### src/design/alp_pkg.sv
// Package for the additive lagged-Fibonacci generator: history geometry,
// seeding constants and the sequencer state type.
// No dependencies.
`default_nettype none

package alp_pkg;

  // history ring geometry
  localparam int HIST_DEPTH = 31;
  localparam int LAG_SHORT  = 3;
  localparam int POS_W      = $clog2(HIST_DEPTH);
  localparam int WORD_W     = 32;

  // seeding: Park-Miller step and the point where warm-up starts
  localparam int LCG_MULT   = 16807;
  localparam int LCG_MOD    = 2147483647;
  localparam int LCG_W      = 31;
  localparam int MULT_W     = 15;
  localparam int PROD_W     = LCG_W + MULT_W;
  localparam int COPY_END   = 34;

  localparam int WARMUP_END_DEF = 344;

  typedef enum logic [2:0] {
    ST_IDLE,
    ST_NEXT_WB,
    ST_LCG_MUL,
    ST_LCG_RED,
    ST_WARM_RD,
    ST_WARM_WB
  } state_t;

endpackage

`default_nettype wire

### src/design/alp_ram.sv
// Generic single-write, single-read RAM with a registered read port.
// No dependencies.
`default_nettype none

module alp_ram #(
  parameter int WIDTH = 32,
  parameter int DEPTH = 31
) (
  input  wire logic                     clk,
  input  wire logic                     wr_en,
  input  wire logic [$clog2(DEPTH)-1:0] wr_addr,
  input  wire logic [WIDTH-1:0]         wr_data,
  input  wire logic                     rd_en,
  input  wire logic [$clog2(DEPTH)-1:0] rd_addr,
  output logic      [WIDTH-1:0]         rd_data
);

  logic [WIDTH-1:0] mem [DEPTH];

  // write port
  always_ff @(posedge clk) begin
    if (wr_en) begin
      mem[wr_addr] <= wr_data;
    end
  end

  // registered read, held while not enabled
  always_ff @(posedge clk) begin
    if (rd_en) begin
      rd_data <= mem[rd_addr];
    end
  end

endmodule

`default_nettype wire

### src/design/additive_lagged_prng.sv
// Additive lagged-Fibonacci generator, top level: sequencer, seeding datapath,
// history memories and output register. Depends on alp_pkg and alp_ram.
//
// Usage: the item channel (item_valid/item_stall) carries operation and
// seed_value. operation 0 asks for the next number; operation 1 reseeds.
// The result channel (result_valid/result_stall) carries random_value, one
// transaction for each next request and none for a reseed.
// A next request is accepted from idle; the history read-modify-write reads
// both lags in the accepting cycle, then adds, writes back and loads the output
// register in the write-back state, which waits while the result is stalled;
// a new request is accepted only after that write-back.
// A reseed writes the seed word in the accepting cycle, then steps each seeded
// word through the multiplier and fold states and each warm-up step through
// the read and write-back states on the history memories, with item_stall
// high in all of them but the accepting cycle.
// Reset (rst, synchronous) clears the sequencer and the per-word valid flags,
// so the history reads as all zeros until seeded.
// A stalled result holds in the output register; one further next request is
// accepted and waits at write-back until the register frees.
`default_nettype none

module additive_lagged_prng #(
  parameter int WARMUP_END = alp_pkg::WARMUP_END_DEF
) (
  input  wire logic        clk,
  input  wire logic        rst,
  input  wire logic        item_valid,
  output logic             item_stall,
  input  wire logic        operation,
  input  wire logic signed [31:0] seed_value,
  output logic             result_valid,
  input  wire logic        result_stall,
  output logic      [30:0] random_value
);

  localparam int POS_W  = alp_pkg::POS_W;
  localparam int WORD_W = alp_pkg::WORD_W;
  localparam int LCG_W  = alp_pkg::LCG_W;
  localparam int PROD_W = alp_pkg::PROD_W;
  localparam int CNT_W  = $clog2(WARMUP_END + 1);
  localparam bit WARM_ON = (WARMUP_END > alp_pkg::COPY_END);

  alp_pkg::state_t state, state_next;

  logic [POS_W-1:0]  pos, pos_inc, short_pos, idx;
  logic [POS_W:0]    short_sum;
  logic [CNT_W-1:0]  warm_cnt, warm_cnt_inc;
  logic [LCG_W-1:0]  lcg_w, lcg_next_word, seed_reduced;
  logic [PROD_W-1:0] lcg_prod;
  logic [WORD_W-1:0] lcg_fold, seed_bits, seed_plus_mod;
  logic [alp_pkg::HIST_DEPTH-1:0] hist_valid;
  logic              valid_a, valid_b;
  logic [WORD_W-1:0] rd_data_a, rd_data_b, sum_word;
  logic              accept, out_free, rd_en, wr_en, load_out;
  logic              lcg_last, warm_last;
  logic [POS_W-1:0]  wr_addr;
  logic [WORD_W-1:0] wr_data;

  assign accept   = item_valid && !item_stall;
  assign out_free = !result_valid || !result_stall;

  // ring arithmetic: short lag sits 28 slots ahead of the oldest word
  always_comb begin
    short_sum = {1'b0, pos} + (POS_W+1)'(alp_pkg::HIST_DEPTH - alp_pkg::LAG_SHORT);
    if (short_sum >= (POS_W+1)'(alp_pkg::HIST_DEPTH)) begin
      short_sum = short_sum - (POS_W+1)'(alp_pkg::HIST_DEPTH);
    end
    short_pos = short_sum[POS_W-1:0];
    pos_inc   = (pos == POS_W'(alp_pkg::HIST_DEPTH - 1)) ? '0 : pos + POS_W'(1);
  end

  // feedback sum, unwritten words read as zero
  assign sum_word = (valid_a ? rd_data_a : '0) + (valid_b ? rd_data_b : '0);

  // reduce the signed seed into 0..LCG_MOD-1
  assign seed_bits     = seed_value;
  assign seed_plus_mod = seed_bits + WORD_W'(alp_pkg::LCG_MOD);
  always_comb begin
    priority if (seed_bits == 32'h7FFF_FFFF) begin
      seed_reduced = '0;
    end else if (seed_bits == 32'h8000_0000) begin
      seed_reduced = LCG_W'(alp_pkg::LCG_MOD - 1);
    end else if (seed_bits[31]) begin
      seed_reduced = seed_plus_mod[LCG_W-1:0];
    end else begin
      seed_reduced = seed_bits[LCG_W-1:0];
    end
  end

  // fold the product modulo 2^31-1: high part plus low part, one correction
  always_comb begin
    lcg_fold = WORD_W'(lcg_prod[LCG_W-1:0]) + WORD_W'(lcg_prod[PROD_W-1:LCG_W]);
    if (lcg_fold >= WORD_W'(alp_pkg::LCG_MOD)) begin
      lcg_next_word = LCG_W'(lcg_fold - WORD_W'(alp_pkg::LCG_MOD));
    end else begin
      lcg_next_word = lcg_fold[LCG_W-1:0];
    end
  end

  assign lcg_last     = (idx == POS_W'(alp_pkg::HIST_DEPTH - 1));
  assign warm_cnt_inc = warm_cnt + CNT_W'(1);
  assign warm_last    = (warm_cnt_inc == CNT_W'(WARMUP_END));

  // next state
  always_comb begin
    state_next = state;
    unique case (state)
      alp_pkg::ST_IDLE: begin
        if (item_valid) begin
          state_next = operation ? alp_pkg::ST_LCG_MUL : alp_pkg::ST_NEXT_WB;
        end
      end
      alp_pkg::ST_NEXT_WB: begin
        if (out_free) state_next = alp_pkg::ST_IDLE;
      end
      alp_pkg::ST_LCG_MUL: state_next = alp_pkg::ST_LCG_RED;
      alp_pkg::ST_LCG_RED: begin
        if (lcg_last) begin
          state_next = WARM_ON ? alp_pkg::ST_WARM_RD : alp_pkg::ST_IDLE;
        end else begin
          state_next = alp_pkg::ST_LCG_MUL;
        end
      end
      alp_pkg::ST_WARM_RD: state_next = alp_pkg::ST_WARM_WB;
      alp_pkg::ST_WARM_WB: begin
        state_next = warm_last ? alp_pkg::ST_IDLE : alp_pkg::ST_WARM_RD;
      end
      default: state_next = alp_pkg::ST_IDLE;
    endcase
  end

  // sequencer outputs: memory strobes and the handshake
  always_comb begin
    item_stall = 1'b1;
    rd_en      = 1'b0;
    wr_en      = 1'b0;
    load_out   = 1'b0;
    wr_addr    = pos;
    wr_data    = sum_word;
    unique case (state)
      alp_pkg::ST_IDLE: begin
        item_stall = 1'b0;
        if (item_valid) begin
          if (operation) begin
            wr_en   = 1'b1;
            wr_addr = '0;
            wr_data = seed_bits;
          end else begin
            rd_en = 1'b1;
          end
        end
      end
      alp_pkg::ST_NEXT_WB: begin
        if (out_free) begin
          wr_en    = 1'b1;
          load_out = 1'b1;
        end
      end
      alp_pkg::ST_LCG_MUL: begin
      end
      alp_pkg::ST_LCG_RED: begin
        wr_en   = 1'b1;
        wr_addr = idx;
        wr_data = WORD_W'(lcg_next_word);
      end
      alp_pkg::ST_WARM_RD: rd_en = 1'b1;
      alp_pkg::ST_WARM_WB: wr_en = 1'b1;
      default: begin
      end
    endcase
  end

  // control registers
  always_ff @(posedge clk) begin
    if (rst) begin
      state        <= alp_pkg::ST_IDLE;
      pos          <= '0;
      idx          <= '0;
      warm_cnt     <= '0;
      hist_valid   <= '0;
      result_valid <= 1'b0;
    end else begin
      state <= state_next;
      if (wr_en) hist_valid[wr_addr] <= 1'b1;
      if (load_out) begin
        result_valid <= 1'b1;
      end else if (!result_stall) begin
        result_valid <= 1'b0;
      end
      if (load_out || state == alp_pkg::ST_WARM_WB) begin
        pos <= pos_inc;
      end else if (state == alp_pkg::ST_LCG_RED && lcg_last) begin
        pos <= POS_W'(alp_pkg::COPY_END - alp_pkg::HIST_DEPTH);
      end
      if (accept && operation) begin
        idx <= POS_W'(1);
      end else if (state == alp_pkg::ST_LCG_RED) begin
        idx <= idx + POS_W'(1);
      end
      if (state == alp_pkg::ST_LCG_RED && lcg_last) begin
        warm_cnt <= CNT_W'(alp_pkg::COPY_END);
      end else if (state == alp_pkg::ST_WARM_WB) begin
        warm_cnt <= warm_cnt_inc;
      end
    end
  end

  // payload registers
  always_ff @(posedge clk) begin
    if (accept && operation) begin
      lcg_w <= seed_reduced;
    end else if (state == alp_pkg::ST_LCG_RED) begin
      lcg_w <= lcg_next_word;
    end
    if (state == alp_pkg::ST_LCG_MUL) begin
      lcg_prod <= PROD_W'(lcg_w) * PROD_W'(alp_pkg::LCG_MULT);
    end
    if (rd_en) begin
      valid_a <= hist_valid[pos];
      valid_b <= hist_valid[short_pos];
    end
    if (load_out) begin
      random_value <= sum_word[WORD_W-1:1];
    end
  end

  // two copies of the history, one read port each for the two lags
  alp_ram #(
    .WIDTH(WORD_W),
    .DEPTH(alp_pkg::HIST_DEPTH)
  ) u_hist_long (
    .clk    (clk),
    .wr_en  (wr_en),
    .wr_addr(wr_addr),
    .wr_data(wr_data),
    .rd_en  (rd_en),
    .rd_addr(pos),
    .rd_data(rd_data_a)
  );

  alp_ram #(
    .WIDTH(WORD_W),
    .DEPTH(alp_pkg::HIST_DEPTH)
  ) u_hist_short (
    .clk    (clk),
    .wr_en  (wr_en),
    .wr_addr(wr_addr),
    .wr_data(wr_data),
    .rd_en  (rd_en),
    .rd_addr(short_pos),
    .rd_data(rd_data_b)
  );

  // a next request goes straight to write-back
  a_next_to_wb: assert property (@(posedge clk) disable iff (rst)
    (accept && !operation) |=> (state == alp_pkg::ST_NEXT_WB))
    else $error("next request did not reach write-back");

  // a reseed starts the fill at word one
  a_seed_start: assert property (@(posedge clk) disable iff (rst)
    (accept && operation) |=> (state == alp_pkg::ST_LCG_MUL && idx == POS_W'(1)))
    else $error("reseed did not start the fill at word one");

  // reads and writes of the history never share a cycle
  a_no_rw_overlap: assert property (@(posedge clk) disable iff (rst)
    !(wr_en && rd_en))
    else $error("history read and write in the same cycle");

  // a stalled result blocks the write-back of the waiting request
  a_wb_waits: assert property (@(posedge clk) disable iff (rst)
    (state == alp_pkg::ST_NEXT_WB && result_valid && result_stall) |-> !wr_en)
    else $error("history written while the result is stalled");

  // end of the fill leaves the ring three words past the seed
  a_ring_after_fill: assert property (@(posedge clk) disable iff (rst)
    (state == alp_pkg::ST_LCG_RED && lcg_last) |=>
      (pos == POS_W'(alp_pkg::COPY_END - alp_pkg::HIST_DEPTH)))
    else $error("ring position wrong after seeding fill");

endmodule

`default_nettype wire
### config.mk
export PLATFORM = sky130hd
export DESIGN_NAME = additive_lagged_prng
export DESIGN_NICKNAME = d
export VERILOG_FILES = /design/src/design/alp_pkg.sv /design/src/design/alp_ram.sv /design/src/design/additive_lagged_prng.sv
export SDC_FILE = /design/constraint.sdc
export NUM_CORES = 2
export LEC_CHECK = 0
export BUFFER_PORTS_ARGS = -buffer_cell sky130_fd_sc_hd__clkbuf_2
export CORE_MARGIN = 1.5
export CORE_UTILIZATION = 43
export DETAILED_ROUTE_END_ITERATION = 6
export SKIP_LAST_GASP = 1
export SLEW_MARGIN = 25
export SYNTH_ARGS = -nofsm -noshare
export SYNTH_HDL_FRONTEND = slang
export SYNTH_SLANG_ARGS = --single-unit
export TNS_END_PERCENT = 100
### constraint.sdc
create_clock -name clk -period 7.7 [get_ports clk]
set_input_delay 0.77 -clock clk [delete_from_list [all_inputs] [get_ports clk]]
set_output_delay 0.77 -clock clk [all_outputs]
set_load 0.01 [all_outputs]
==> impl_metrics.csv <==
group,metric,value,unit
run_status,status,"complete, but fails checks",
run_status,violations,"design-rule violations",
placed_design,gp_congestion,0.9328,
yosys,synth_seq_cells,1220,
pwr,ir_drop,1325,µV
yosys,yosys_warnings,0,
die,coreArea,154400,µm²
critical_path,critical_path_class,"reg -> reg",
final_layout,final_common_cell,"edfxtp_1",
flow_run,maxCapViolCount,0,
pwr,leakagePower,25.67,nW
die,die-area,158400,µm²
yosys,synth_seq_area_share,53.81,%
sta,slew_headroom,27.89,%
pwr,p_comb_share,58.2,%
routing,first_pass_iters,7,
routing,vias,43340,
sta,finClkSkew,0.03480,ns
sta,max_freq,145.9,MHz
die,fp.dieH,398.0,µm
cts,clk_pin_slew,0.06,ns
yosys,synth_nets,5082,
critical_path,worstPathRequired,8.22,ns
grt,grt_overflow,0,
cts,clk_path_buf_depth,3,
cts,htreeDepth,4,
sta,fin_crit,6.853,ns
routing,drc,3,
final_layout,drive_gt1_share,21.43,%
sta,setup_violations,0,
placed_design,dp_hpwl,128100,µm
sta,rsz0062_at_grt,"false",
critical_path,worstSetupEndpointType,"flop",
cts,cts_sinks,1220,
pwr,power.share.clock,16.9,%
pwr,switchingPower,0.01596,W
pwr,switching_share,42.63,%
sta,postLayoutSetupSlackWorst,0.8470,ns
yosys,synth_area,67070,µm²
placed_design,portBuffers,69,
sta,final.setup.tns,0,ns
sta,fin_crit_sh,89.00,%
cts,post_cts_resized,0,
pwr,power_density,500.3,nW/µm²
routing,wl,205000,µm
cts,cts_hold_buf,0,
yosys,ys.flop_type,"edfxtp_1",
yosys,synthArstFlopShare,0,%
die,die_w,398.0,µm
grt,antenna_found_initial,10,
final_layout,area_growth,11.57,%
cts,cts-buffers-inserted,137,
final_layout,nets,5144,
final_layout,layout_common_cells,"edfxtp_1 (1166), mux4_2 (528), nand2_1 (520), inv_1 (311), ha_1 (244)",
yosys,synth_enable_flop_cells,1166,
sta,hold_viol,0,
routing,ant_nets,0,
sta,worst_slew_pin_slew,1.082,ns
yosys,synth_cell_type_count,93,
sta,drv_slew,0,
pwr,pwr-share-seq,24.9,%
die,row_count,144,
die,start_util,43.44,%
routing,routedWlPerCell,29.77,µm
cts,cts_setup_buffers,0,
critical_path,crit_path_max_fanout,6,
grt,track_usage,25.93,%
min_path,hold_path_class,"in -> reg",
grt,grt_max_degree,138,
grt,grt_pass1_wl,295800,µm
die,io_pins,70,
cts,cts_tree,"done",
yosys,avgSynthCellArea,14.38,µm²
yosys,netlist_instances,4666,
cts,clk_latency,0.80,ns
pwr,p_int,0.02148,W
critical_path,cp-start-kind,"flop",
cts,cts_root_buf,"clkbuf_16",
placed_design,place_worst_setup_slack,0.8814,ns
grt,grt_pass1_vias,42150,
routing,via_per_inst,6.294,
critical_path,crit_arrival,7.37,ns
routing,drtIter0Drc,5982,
## through the flow
step | hold slack [ns] | utilization (%) | area [µm²] | instances | total power [W]
2_1_floorplan | 0.4519 | - | 67070 | 4666 | 0.02550
3_3_place_gp | 0.4629 | 45.58 | 70380 | 6627 | 0.03123
3_5_place_dp | 0.4773 | 45.66 | 70510 | 6633 | 0.03119
4_1_cts | 0.2205 | 48.46 | 74820 | 6883 | 0.03777
5_1_grt | 0.2400 | 48.46 | 74830 | 6886 | 0.04046
6_report | 0.2746 | 48.46 | 74830 | 6887 | 0.03744
## kinds of logic (layout without fill, tap and decap cells)
kind of cell / count (synthesis) / after routing / synth area share [%]
and+or+nand+nor: 1067 / 1067 / 7.281
adders and majority gates: 379 / 379 / 8.581
DFF: 1220 / 1220 / 53.81
AOI/OAI and AO/OA: 694 / 694 / 6.458
buffers and inverters: 574 / 747 / 3.296
muxes: 596 / 596 / 18.80
xor gates and xnor gates: 136 / 136 / 1.776
other: 0 / 4 / 0
## Yosys cell counts (11+ instances only)
cell type | number | share of area, %
a21o_1 | 46 | 0.51
a21oi_1 | 160 | 1.2
a22oi_1 | 17 | 0.19
a31oi_1 | 27 | 0.25
and2_1 | 78 | 0.73
and3_1 | 17 | 0.16
buf_1 | 61 | 0.34
buf_2 | 15 | 0.11
clkbuf_1 | 180 | 1.0
dfxtp_1 | 54 | 1.6
edfxtp_1 | 1166 | 52
fa_1 | 135 | 4.0
ha_1 | 244 | 4.6
inv_1 | 311 | 1.7
mux2_2 | 28 | 0.47
mux2i_1 | 40 | 0.60
mux4_2 | 528 | 18
nand2_1 | 520 | 2.9
nand3_1 | 103 | 0.77
nand4_1 | 33 | 0.31
nor2_1 | 187 | 1.0
nor3_1 | 36 | 0.27
nor4_1 | 16 | 0.15
o211ai_1 | 63 | 0.71
o21a_1 | 11 | 0.12
o21ai_0 | 228 | 1.7
o21bai_1 | 14 | 0.16
o22ai_1 | 13 | 0.12
o31ai_1 | 16 | 0.18
xnor2_1 | 80 | 1.0
xor2_1 | 56 | 0.73
## path summary, 6_finish.rpt
check	startpoint	endpoint	slack [ns]	depth (start not counted)
worst max-delay path	lcg_w[15]	lcg_prod[44]	0.85	23
worst min-delay path	result_stall	result_valid	0.27	3
worst max register to register	lcg_w[15]	lcg_prod[44]	0.85	23
worst min register to register	hist_valid[18]	hist_valid[18]	0.49	2
## final cells by class
cell class | count | area (µm²)
well taps | 2044 | 2557
diodes | 4 | 10.01
repair buffers | 185 | 1454
fillers | 13080 | 79580
clock inverters | 74 | 676.9
clock buffers | 176 | 3637
flip-flops and latches | 1220 | 36110
inverters | 312 | 1174
multi-input cells | 2872 | 29210
## sequential cells by signal, summed over array words and instances (netlist names), 3 cells and up
signal                cells
u_hist_short.mem        960
lcg_prod                 46
u_hist_long.mem          32
u_hist_long.rd_data      32
u_hist_short.rd_data     32
hist_valid               31
lcg_w                    31
random_value             31
warm_cnt                  9
idx                       5
pos                       5
state                     3
## routing by layer
layer | GRT usage (%) | vias up | wire, µm
li1 | - | 18140 | -
met1 | 37.50 | 22570 | 84860
met5 | 0 | - | 0
met3 | 5.044 | 310 | 20070
met2 | 39.41 | 2323 | 93700
met4 | 8.465 | 0 | 6395
## critical path, cell delays in order, from the launching register on
cell and delay (ns):
edfxtp_1 0.46, inv_1 0.16, fa_1 0.55, inv_1 0.04, ha_1 0.26, inv_1 0.05
fa_1 0.50, inv_1 0.06, fa_1 0.50, fa_1 0.49, inv_1 0.05, fa_1 0.47
inv_1 0.04, ha_1 0.35, a21o_1 0.19, a21o_1 0.18, a221o_1 0.36, a221o_1 0.35
a31oi_1 0.39, o31ai_1 0.27, o211a_1 0.29, o31a_1 0.29, o21ai_0 0.19, xnor2_1 0.10
## power by group through the flow
stage / clock [W] / combinational [W] / sequential (W)
finish: 0.00633 / 0.0218 / 0.00933
global route: 0.00667 / 0.0244 / 0.00935
CTS: 0.00641 / 0.0220 / 0.00933
detailed placement: 0 / 0.0217 / 0.00946
global placement: 0 / 0.0218 / 0.00947
floorplan: 0 / 0.0162 / 0.00932
Note: power is estimated with default switching activity, not from simulation.
